`src/hdl/irrs_pkg.sv`:
```
// Package for the IR remote sampling receiver: types, constants, key table.
package irrs_pkg;

    localparam int BITS_PER_BYTE_DEF   = 8;
    localparam int BYTES_PER_FRAME_DEF = 4;
    localparam logic [7:0] SAMPLE_PERIOD_RST = 8'd255;

    localparam logic FUNC_TICK  = 1'b0;
    localparam logic FUNC_CLEAR = 1'b1;

    localparam int KEY_COUNT = 30;

    typedef struct packed {
        logic       func;
        logic       ir_level;
        logic [1:0] key_index;
    } t_item;

    typedef struct packed {
        logic       capturing;
        logic       frame_done;
        logic [7:0] frame_byte;
        logic [7:0] key_char;
    } t_result;

    typedef logic [7:0] t_cfg;

    // Capture stage status after the current beat
    typedef struct packed {
        logic       busy;
        logic       done;
        logic [7:0] sel_byte;
        logic [7:0] key_lo;
        logic [7:0] key_hi;
    } t_cap_status;

    localparam logic [7:0] KEY_LO [KEY_COUNT] = '{
        8'd102, 8'd102, 8'd166, 8'd166, 8'd105, 8'd86,  8'd169, 8'd86,
        8'd169, 8'd154, 8'd106, 8'd106, 8'd170, 8'd85,  8'd150, 8'd149,
        8'd154, 8'd149, 8'd101, 8'd101, 8'd165, 8'd165, 8'd89,  8'd89,
        8'd153, 8'd153, 8'd105, 8'd90,  8'd90,  8'd150
    };

    localparam logic [7:0] KEY_HI [KEY_COUNT] = '{
        8'd1, 8'd2, 8'd1, 8'd2, 8'd2, 8'd2, 8'd1, 8'd1,
        8'd2, 8'd2, 8'd1, 8'd2, 8'd1, 8'd2, 8'd2, 8'd1,
        8'd1, 8'd2, 8'd1, 8'd2, 8'd1, 8'd2, 8'd1, 8'd2,
        8'd1, 8'd2, 8'd1, 8'd2, 8'd1, 8'd1
    };

    localparam logic [7:0] KEY_CH [KEY_COUNT] = '{
        "S", "P", "I", "p", "U", "D", "L", "R",
        "O", "C", "c", "V", "v", "o", "E", "s",
        "T", "1", "2", "3", "4", "5", "6", "7",
        "8", "9", "0", "*", "#", "r"
    };

    // First matching entry wins; 0 when nothing matches
    function automatic logic [7:0] lookup_key(input logic [7:0] lo, input logic [7:0] hi);
        logic [7:0] ch;
        ch = 8'd0;
        for (int i = KEY_COUNT - 1; i >= 0; i--) begin
            if (KEY_LO[i] == lo && KEY_HI[i] == hi) begin
                ch = KEY_CH[i];
            end
        end
        return ch;
    endfunction

endpackage

```
`src/hdl/irrs_chan_if.sv`:
```
// Valid/ready channel carrying one payload per beat.
interface irrs_chan_if #(
    parameter type T = logic
);
    logic valid;
    logic ready;
    T     payload;

    modport source (output valid, output payload, input ready);
    modport sink   (input valid, input payload, output ready);
endinterface

```
`src/hdl/irrs_key_lookup.sv`:
```
// Key decoder: maps frame bytes 2 and 3 to an ASCII key character.
module irrs_key_lookup
    import irrs_pkg::*;
(
    input  logic [7:0] i_lo,
    input  logic [7:0] i_hi,
    output logic [7:0] o_char
);

    always_comb begin
        o_char = lookup_key(i_lo, i_hi);
    end

endmodule

```
`src/hdl/irrs_capture.sv`:
```
// Capture engine: edge detect, sample timer, bit/byte position and frame store.
module irrs_capture
    import irrs_pkg::*;
#(
    parameter int BITS_PER_BYTE   = BITS_PER_BYTE_DEF,
    parameter int BYTES_PER_FRAME = BYTES_PER_FRAME_DEF
) (
    input  logic        i_clk,
    input  logic        i_rst_n,
    input  logic        i_step,
    input  t_item       i_item,
    input  logic [7:0]  i_sample_period,
    output t_cap_status o_status
);

    localparam int BIT_W  = (BITS_PER_BYTE > 1) ? $clog2(BITS_PER_BYTE) : 1;
    localparam int BYTE_W = $clog2(BYTES_PER_FRAME);
    localparam logic [BIT_W-1:0]  BIT_LAST  = BIT_W'(BITS_PER_BYTE - 1);
    localparam logic [BYTE_W-1:0] BYTE_LAST = BYTE_W'(BYTES_PER_FRAME - 1);

    logic                     r_busy, n_busy;
    logic                     r_prev, n_prev;
    logic [7:0]               r_tick, n_tick;
    logic [BIT_W-1:0]         r_bit, n_bit;
    logic [BYTE_W-1:0]        r_byte, n_byte;
    logic [BITS_PER_BYTE-1:0] r_store [BYTES_PER_FRAME];
    logic [BITS_PER_BYTE-1:0] n_store [BYTES_PER_FRAME];
    logic                     s_done;

    always_comb begin
        n_busy  = r_busy;
        n_prev  = r_prev;
        n_tick  = r_tick;
        n_bit   = r_bit;
        n_byte  = r_byte;
        n_store = r_store;
        s_done  = 1'b0;
        if (i_step) begin
            if (i_item.func == FUNC_CLEAR) begin
                for (int i = 0; i < BYTES_PER_FRAME; i++) begin
                    n_store[i] = '0;
                end
            end else begin
                if (r_busy) begin
                    if (r_tick == i_sample_period) begin
                        n_tick = 8'd0;
                        // sensor is active low: store the inverted level
                        n_store[r_byte][r_bit] = ~i_item.ir_level;
                        if (r_bit < BIT_LAST) begin
                            n_bit = r_bit + 1'b1;
                        end else begin
                            n_bit = '0;
                            if (r_byte < BYTE_LAST) begin
                                n_byte = r_byte + 1'b1;
                            end else begin
                                n_byte = '0;
                                n_busy = 1'b0;
                                s_done = 1'b1;
                            end
                        end
                    end else begin
                        n_tick = r_tick + 8'd1;
                    end
                end else if (r_prev && !i_item.ir_level) begin
                    // start edge counts as frame bit 0
                    n_busy        = 1'b1;
                    n_tick        = 8'd0;
                    n_byte        = '0;
                    n_bit         = BIT_W'(1);
                    n_store[0][0] = 1'b1;
                end
                n_prev = i_item.ir_level;
            end
        end
    end

    always_ff @(posedge i_clk) begin
        if (!i_rst_n) begin
            r_busy <= 1'b0;
            r_prev <= 1'b1;
            r_tick <= 8'd0;
            r_bit  <= '0;
            r_byte <= '0;
            for (int i = 0; i < BYTES_PER_FRAME; i++) begin
                r_store[i] <= '0;
            end
        end else begin
            r_busy  <= n_busy;
            r_prev  <= n_prev;
            r_tick  <= n_tick;
            r_bit   <= n_bit;
            r_byte  <= n_byte;
            r_store <= n_store;
        end
    end

    always_comb begin
        o_status.busy     = n_busy;
        o_status.done     = s_done;
        o_status.sel_byte = 8'(n_store[BYTE_W'(i_item.key_index)]);
        o_status.key_lo   = 8'(n_store[2]);
        o_status.key_hi   = 8'(n_store[3]);
    end

    // idle always means the positions are back at the frame start
    a_idle_pos: assert property (@(posedge i_clk) disable iff (!i_rst_n)
        !r_busy |-> (r_bit == '0 && r_byte == '0))
        else $error("position not cleared while idle");

    a_done_ends: assert property (@(posedge i_clk) disable iff (!i_rst_n)
        (i_step && s_done) |=> !r_busy)
        else $error("still busy after last frame bit");

endmodule

```
`src/hdl/ir_remote_sampling_receiver.sv`:
```
// Top level of the IR remote sampling receiver.
//
//  port      dir  payload                                    beat when
//  i_item    in   func, ir_level, key_index                  valid & ready
//  o_result  out  capturing, frame_done, frame_byte, key_char valid & ready
//  i_cfg     in   sample_period (8 bits)                     valid & ready
//
// One result per item, registered in the cycle after the item beat; an item is
// taken every cycle while ready is high. The capture update and key decode sit
// between the item port and the result register. i_item.ready drops only while
// a result waits and o_result.ready is low. i_cfg is always ready. Synchronous
// active-low reset clears capture state, frame store, last key; sample_period to 255.
module ir_remote_sampling_receiver
    import irrs_pkg::*;
#(
    parameter int BITS_PER_BYTE   = BITS_PER_BYTE_DEF,
    parameter int BYTES_PER_FRAME = BYTES_PER_FRAME_DEF
) (
    input  logic           i_clk,
    input  logic           i_rst_n,
    irrs_chan_if.sink      i_item,
    irrs_chan_if.source    o_result,
    irrs_chan_if.sink      i_cfg
);

    logic        r_out_valid;
    t_result     r_result;
    t_result     n_result;
    logic [7:0]  r_last_key;
    logic [7:0]  r_sample_period;
    logic        s_step;
    logic [7:0]  s_lookup;
    logic [7:0]  s_key;
    t_cap_status s_cap;
    t_item       s_item;

    assign s_item       = i_item.payload;
    assign i_item.ready = !r_out_valid || o_result.ready;
    assign s_step       = i_item.valid && i_item.ready;
    assign i_cfg.ready  = 1'b1;

    irrs_capture #(
        .BITS_PER_BYTE   (BITS_PER_BYTE),
        .BYTES_PER_FRAME (BYTES_PER_FRAME)
    ) u_capture (
        .i_clk           (i_clk),
        .i_rst_n         (i_rst_n),
        .i_step          (s_step),
        .i_item          (s_item),
        .i_sample_period (r_sample_period),
        .o_status        (s_cap)
    );

    irrs_key_lookup u_key_lookup (
        .i_lo   (s_cap.key_lo),
        .i_hi   (s_cap.key_hi),
        .o_char (s_lookup)
    );

    always_comb begin
        if (s_item.func == FUNC_CLEAR) begin
            s_key = s_cap.busy ? 8'd0 : s_lookup;
        end else begin
            s_key = s_cap.busy ? r_last_key : s_lookup;
        end
        n_result.capturing  = s_cap.busy;
        n_result.frame_done = s_cap.done;
        n_result.frame_byte = s_cap.busy ? 8'd0 : s_cap.sel_byte;
        n_result.key_char   = s_key;
    end

    always_ff @(posedge i_clk) begin
        if (!i_rst_n) begin
            r_out_valid     <= 1'b0;
            r_last_key      <= 8'd0;
            r_sample_period <= SAMPLE_PERIOD_RST;
        end else begin
            if (s_step) begin
                r_out_valid <= 1'b1;
                r_last_key  <= s_key;
            end else if (o_result.ready) begin
                r_out_valid <= 1'b0;
            end
            if (i_cfg.valid && i_cfg.ready) begin
                r_sample_period <= i_cfg.payload;
            end
        end
    end

    always_ff @(posedge i_clk) begin
        if (s_step) begin
            r_result <= n_result;
        end
    end

    assign o_result.valid   = r_out_valid;
    assign o_result.payload = r_result;

    a_done_idle: assert property (@(posedge i_clk) disable iff (!i_rst_n)
        (r_out_valid && r_result.frame_done) |-> !r_result.capturing)
        else $error("frame_done while still capturing");

    a_busy_byte: assert property (@(posedge i_clk) disable iff (!i_rst_n)
        (r_out_valid && r_result.capturing) |-> (r_result.frame_byte == 8'd0))
        else $error("frame byte shown while capturing");

    a_clear_key: assert property (@(posedge i_clk) disable iff (!i_rst_n)
        (s_step && s_item.func == FUNC_CLEAR) |=> (r_last_key == 8'd0))
        else $error("last key survived a clear");

    a_key_track: assert property (@(posedge i_clk) disable iff (!i_rst_n)
        s_step |=> (r_result.key_char == r_last_key))
        else $error("last key differs from reported key");

endmodule
```
`src/flat_wrapper.sv`:
```
// flat-port wrapper written by rule: the top's interface ports become plain ports
module ir_remote_sampling_receiver_flat import irrs_pkg::*;
#(
    parameter int BITS_PER_BYTE   = BITS_PER_BYTE_DEF,
    parameter int BYTES_PER_FRAME = BYTES_PER_FRAME_DEF
)
  (i_clk, i_rst_n, i_item_valid, i_item_payload, i_item_ready, o_result_valid, o_result_payload, o_result_ready, i_cfg_valid, i_cfg_payload, i_cfg_ready);
  irrs_chan_if i_item_i ();
  irrs_chan_if o_result_i ();
  irrs_chan_if i_cfg_i ();
  input  logic i_clk;
  input  logic i_rst_n;
  input wire logic [$bits(i_item_i.valid)-1:0] i_item_valid;
  input wire logic [$bits(i_item_i.payload)-1:0] i_item_payload;
  output wire logic [$bits(i_item_i.ready)-1:0] i_item_ready;
  output wire logic [$bits(o_result_i.valid)-1:0] o_result_valid;
  output wire logic [$bits(o_result_i.payload)-1:0] o_result_payload;
  input wire logic [$bits(o_result_i.ready)-1:0] o_result_ready;
  input wire logic [$bits(i_cfg_i.valid)-1:0] i_cfg_valid;
  input wire logic [$bits(i_cfg_i.payload)-1:0] i_cfg_payload;
  output wire logic [$bits(i_cfg_i.ready)-1:0] i_cfg_ready;
  assign i_item_i.valid = i_item_valid;
  assign i_item_i.payload = i_item_payload;
  assign i_item_ready = i_item_i.ready;
  assign o_result_valid = o_result_i.valid;
  assign o_result_payload = o_result_i.payload;
  assign o_result_i.ready = o_result_ready;
  assign i_cfg_i.valid = i_cfg_valid;
  assign i_cfg_i.payload = i_cfg_payload;
  assign i_cfg_ready = i_cfg_i.ready;
  ir_remote_sampling_receiver #(.BITS_PER_BYTE(BITS_PER_BYTE), .BYTES_PER_FRAME(BYTES_PER_FRAME)) u_core (.i_clk(i_clk), .i_rst_n(i_rst_n), .i_item(i_item_i), .o_result(o_result_i), .i_cfg(i_cfg_i));
endmodule
```
`config.mk`:
```
export PLATFORM = sky130hd
export DESIGN_NAME = ir_remote_sampling_receiver_flat
export DESIGN_NICKNAME = d
export VERILOG_FILES = /design/src/hdl/irrs_pkg.sv /design/src/hdl/irrs_chan_if.sv /design/src/hdl/irrs_key_lookup.sv /design/src/hdl/irrs_capture.sv /design/src/hdl/ir_remote_sampling_receiver.sv /design/src/flat_wrapper.sv
export SDC_FILE = /design/constraint.sdc
export NUM_CORES = 1
export LEC_CHECK = 0
export BUFFER_PORTS_ARGS = -buffer_cell sky130_fd_sc_hd__buf_2
export CAP_MARGIN = 20
export CORE_MARGIN = 1
export CORE_UTILIZATION = 60
export CTS_CLUSTER_DIAMETER = 150
export DETAILED_ROUTE_END_ITERATION = 7
export HOLD_SLACK_MARGIN = 0.06
export PLACE_DENSITY = 0.74
export SLEW_MARGIN = 20
export SYNTH_ARGS = -nofsm -noshare
export SYNTH_HDL_FRONTEND = slang
export SYNTH_SLANG_ARGS = --single-unit
export TNS_END_PERCENT = 1
```
`constraint.sdc`:
```
create_clock -name i_clk -period 4.1 [get_ports i_clk]
set_clock_uncertainty 0.1 [all_clocks]
set_input_delay 0.82 -clock i_clk [delete_from_list [all_inputs] [get_ports i_clk]]
set_output_delay 0.82 -clock i_clk [all_outputs]
set_load 0.02 [all_outputs]
```
==> results.md <==
CTS:
- The clock transition time at the flip-flop clock pins of the worst setup and hold paths is 0.12 ns.
- TritonCTS built the clock tree.
- The maximum buffer depth of the clock tree is 2.
- The total setup buffers inserted after CTS is 0.
- Buffers inserted during clock tree synthesis total 5.
- Once the clock tree was built, the resizer swapped 0 gates to a different size.
- The cts-stage hold buffer count is 0.
- For this design, the sink count on the clock tree is 36.
- For the worst-skew pair, the clock arrives at the later sink with an insertion delay of 0.35 ns.
- The maximum level of the CTS H-tree is 2.
- The cell sitting at the root of the clock tree is a sky130_fd_sc_hd__clkbuf_4.

Floorplan:
- For this configuration, the core starts out at a cell density of 65.0%.
- The height of the chip is 60.5 µm.
- The top-level I/O count is 11.
- The total number of placement rows is 20.
- The total area inside the core boundary comes to 0.00315 mm².
- The die width is 60.5 µm.
- The die covers 0.00366 mm².

Yosys:
- The share of synthesized area occupied by flip-flops and latches is 35.6%.
- The synthesized netlist cell count is 239.
- During synthesis, Yosys emitted a total of 0 warnings.
- The post-synthesis instance area is 0.00205 mm².
- The simple logic cell fraction of the synthesized area is 28.6%.
- The share of the synthesized area in compound gates (AO/OA/AOI/OAI) is 19.8%.
- The dominant combinational cell family by area after synthesis is simple AND/OR/NAND/NOR gates.
- The share of synthesized cell area in full adder, half adder and majority cells is 2.44%.
- After synthesis, the share of cell area in mux cells is 3.90%.
- The flip-flop and latch count after synthesis is 36.
- The synthesized netlist devotes 3.42% of its cell area to XOR and XNOR gates.
- The number of enable flip-flop cells after synthesis is 1.
- Counting distinct cell types in the post-synthesis netlist gives 56.
- Each instance of the synthesized netlist takes up on average 8.58 µm².
- Of all flip-flops after synthesis, the portion carrying an async set or reset was 0%.
- Among all flip-flop cells after synthesis, the most frequent one is sky130_fd_sc_hd__dfxtp_1.
- The number of nets in the synthesized netlist is 250.

Detailed routing:
- The number of DRC markers in iteration 0 is 110.
- Once detail routing completed, the nets flagged for antenna violations numbered 0.
- Summed over all layers, the routed wires come to 4290 µm.
- The overall via count from detail_route is 1758.
- The via count normalized by instance count is 6.06.
- Before antenna repair, the detailed router went through 4 iterations.
- For this run, design rule violations remaining after detail routing come to 0.
- Dividing the detail-routed wire length by the instance count gives 14.8 µm.

Placed design:
- The setup slack after placement is 0.587 ns.
- Port buffering added 8 buffers.
- The detailed placement HPWL is 3220 µm.
- Routability-driven placement finished with a final weighted congestion of 0.840.

Critical path:
- The required time of the worst setup path is 4.10 ns.
- The startpoint-to-endpoint class of the critical path is reg -> reg.
- The worst register-to-register path begins at u_core.u_capture.r_tick[2].
- STA classifies the critical path startpoint as a flip-flop.
- For this run, the slowest stage of the critical path takes 0.64 ns.
- The worst register-to-register path has a setup slack of 0.56 ns.
- The endpoint class of the critical path is a flip-flop.
- The critical path goes through or4_4 > a2111oi_4 > and2_1 > nand2_1 > nor2_1 > a21oi_1 > a41oi_2 > o311a_1 > a221oi_2.
- The most critical setup path has its endpoint at u_core.o_result.payload.
- Data on the critical path arrives at its endpoint at 3.54 ns.
- Counting cells, the worst reg-to-reg path comes to 9.
- The peak fanout along the critical path is 10.
- The startpoint of the worst setup timing path is u_core.u_capture.r_tick[2].
- The capturing point of the worst reg2reg path is u_core.o_result.payload.
- The slowest stage of the critical path belongs to the cell sky130_fd_sc_hd__a2111oi_4.

Power:
- The internal power is 447 µW.
- The power dissipated by switching net loads is 172 µW.
- IR analysis of the VDD net gives a maximum drop of 0.000190 V.
- Dividing total power by cell area gives a power density of 291 mW/mm².
- In this run, flip-flops and latches consume 59.9% of the power.
- The switching share of power is 27.8%.
- Of the total power, combinational logic draws 9.2%.
- The clock network fraction of total power is 30.9%.
- The static leakage power is 0.000850 µW.

Global routing:
- The first global-routing pass estimated 7590 µm of wire.
- The overall fraction of global-route tracks in use is 27.8%.
- The global route total overflow is 0.
- The initial antenna violation count is 0.
- The number of global-route vias before repair is 1663.
- Entering global routing, the biggest net connects 29 pins.

STA:
- Setup repair after global routing left no endpoint under its margin.
- Setup violations remaining at the end of the flow were counted as 0.
- The timing-limited maximum frequency is 0.283 GHz.
- The number of max-slew violations in the final report is 0.
- Headroom to the max-slew limit came out at 60.0%.
- The final-report hold violation count is 0.
- The accumulated negative setup slack is 0 ns.
- The worst path needs 3.54 ns of the cycle, external delays included.
- In the finished design, the share of the clock period the worst path needs comes to 86.3%.
- The slew at the pin closest to its max-slew limit is 0.599 ns.
- The post-route worst setup slack is 0.561 ns.

Cells and area:
- The share of post-route cells with drive strength above 1 is 14.6%.
- The number of diodes is 0.
- Leaving out fill and tap cells, the most frequent cell in the layout is sky130_fd_sc_hd__dfxtp_1.
- The filler cells instantiated in the layout total 284.
- The area added between synthesis and finish is 3.78%.
- For this run, the post-layout net count is 256.
- For this run, the share of the core covered by cells in the final layout is 67.5%.
- In the layout the commonest cells are sky130_fd_sc_hd__dfxtp_1 (35), sky130_fd_sc_hd__nand2_1 (25), sky130_fd_sc_hd__nor2_1 (22).

Min path:
- The worst hold path class is reg -> reg.

Run:
- The total of max-cap violations is 0.

Outcome:
- The run finished with clean final reports.
[critical path, delay by kind of cell, from the launching register on]
family             cells  cell delay [ns]
and+or+nand+nor        4             1.42
AOI/OAI and AO/OA      5             1.37
DFF                    1             0.40
[worst min path at each step]
stage	startpoint	endpoint	slack, ns	cells after the start
floorplan	u_core.u_capture.r_store[4]	u_core.u_capture.r_store[4]	0.34	1
global placement	u_core.u_capture.r_store[4]	u_core.u_capture.r_store[4]	0.35	1
detailed placement	u_core.u_capture.r_store[4]	u_core.u_capture.r_store[4]	0.36	1
CTS	u_core.u_capture.r_store[4]	u_core.u_capture.r_store[4]	0.38	1
global route	u_core.u_capture.r_prev	u_core.u_capture.r_prev	0.42	2
finish	u_core.u_capture.r_store[4]	u_core.u_capture.r_store[4]	0.38	1
[synth_stat cells, types with 3 or more instances]
master	instances	share of area (%)
sky130_fd_sc_hd__xor2_1	6	2.6
sky130_fd_sc_hd__ha_1	4	2.4
sky130_fd_sc_hd__a311oi_1	3	1.3
sky130_fd_sc_hd__nand4_1	11	3.4
sky130_fd_sc_hd__clkbuf_1	4	0.73
sky130_fd_sc_hd__dfxtp_1	35	34
sky130_fd_sc_hd__and2_2	3	1.1
sky130_fd_sc_hd__a21o_1	3	1.1
sky130_fd_sc_hd__nand2_1	25	4.6
sky130_fd_sc_hd__nor3_1	5	1.2
sky130_fd_sc_hd__inv_1	11	2.0
sky130_fd_sc_hd__and2_1	10	3.1
sky130_fd_sc_hd__a21oi_1	10	2.4
sky130_fd_sc_hd__mux2i_1	8	3.9
sky130_fd_sc_hd__nor2b_1	11	3.4
sky130_fd_sc_hd__o21a_1	3	1.1
sky130_fd_sc_hd__and2b_2	3	1.3
sky130_fd_sc_hd__o21ai_0	7	1.7
sky130_fd_sc_hd__a21boi_0	5	1.8
sky130_fd_sc_hd__nor2_1	22	4.0
sky130_fd_sc_hd__nand2b_1	3	0.92
sky130_fd_sc_hd__a31oi_1	4	1.2
[metal layers]
metal | vias up | track usage (%) | share of wire [%]
met4 | 0 | 11.7 | 1.7
met1 | 844 | 36.5 | 47
li1 | 861 | - | -
met2 | 43 | 44.7 | 48
met3 | 10 | 5.76 | 3.6
met5 | - | 0 | 0
[flip-flops by register name, summed over array words and instances (netlist names)]
signal and flops:
u_core.o_result.valid 1, u_core.u_capture.r_prev 1, u_core.u_capture.r_busy 1, u_core.r_last_key 1
u_core.u_capture.r_bit 3, u_core.u_capture.r_store 16, u_core.u_capture.r_byte 2, u_core.r_sample_period 2
u_core.u_capture.r_tick 8, u_core.o_result.payload 1
[power groups by stage]
stage / clock, µW / combinational, µW / sequential (µW)
final: 192 / 56.9 / 371
after floorplan: 0 / 50.4 / 374
after global placement: 0 / 54.0 / 378
after detailed placement: 0 / 56.5 / 379
after global routing: 212 / 63.0 / 373
after CTS: 196 / 56.8 / 371
[cell families after synthesis]
logic type / after synthesis
adders and majority gates: 4
muxes: 8
DFF: 36
and+or+nand+nor: 108
xor gates and xnor gates: 8
other: 1
AOI/OAI and AO/OA: 53
buffers and inverters: 21
[per-stage QoR]
step           hold WS, ns  std cells  area (µm²)  power [µW]
4_1_cts              0.384        290        2130         623
6_report             0.385        290        2130         619
3_3_place_gp         0.349        282        2070         432
2_1_floorplan        0.342        239        2050         424
3_5_place_dp         0.358        282        2070         435
5_1_grt              0.418        290        2130         648
[area by class of cell]
class / instances / area [µm²] / share of cell area, %
Tap cell: 44 / 55.1 / 2.59
Clock inverter: 3 / 18.8 / 0.882
Clock buffer: 5 / 37.5 / 1.76
Multi-Input combinational cell: 182 / 1200 / 56.3
Sequential cell: 36 / 731 / 34.3
Timing Repair Buffer: 9 / 47.5 / 2.23
Inverter: 11 / 41.3 / 1.94
Note: power is estimated with default switching activity, not from simulation.
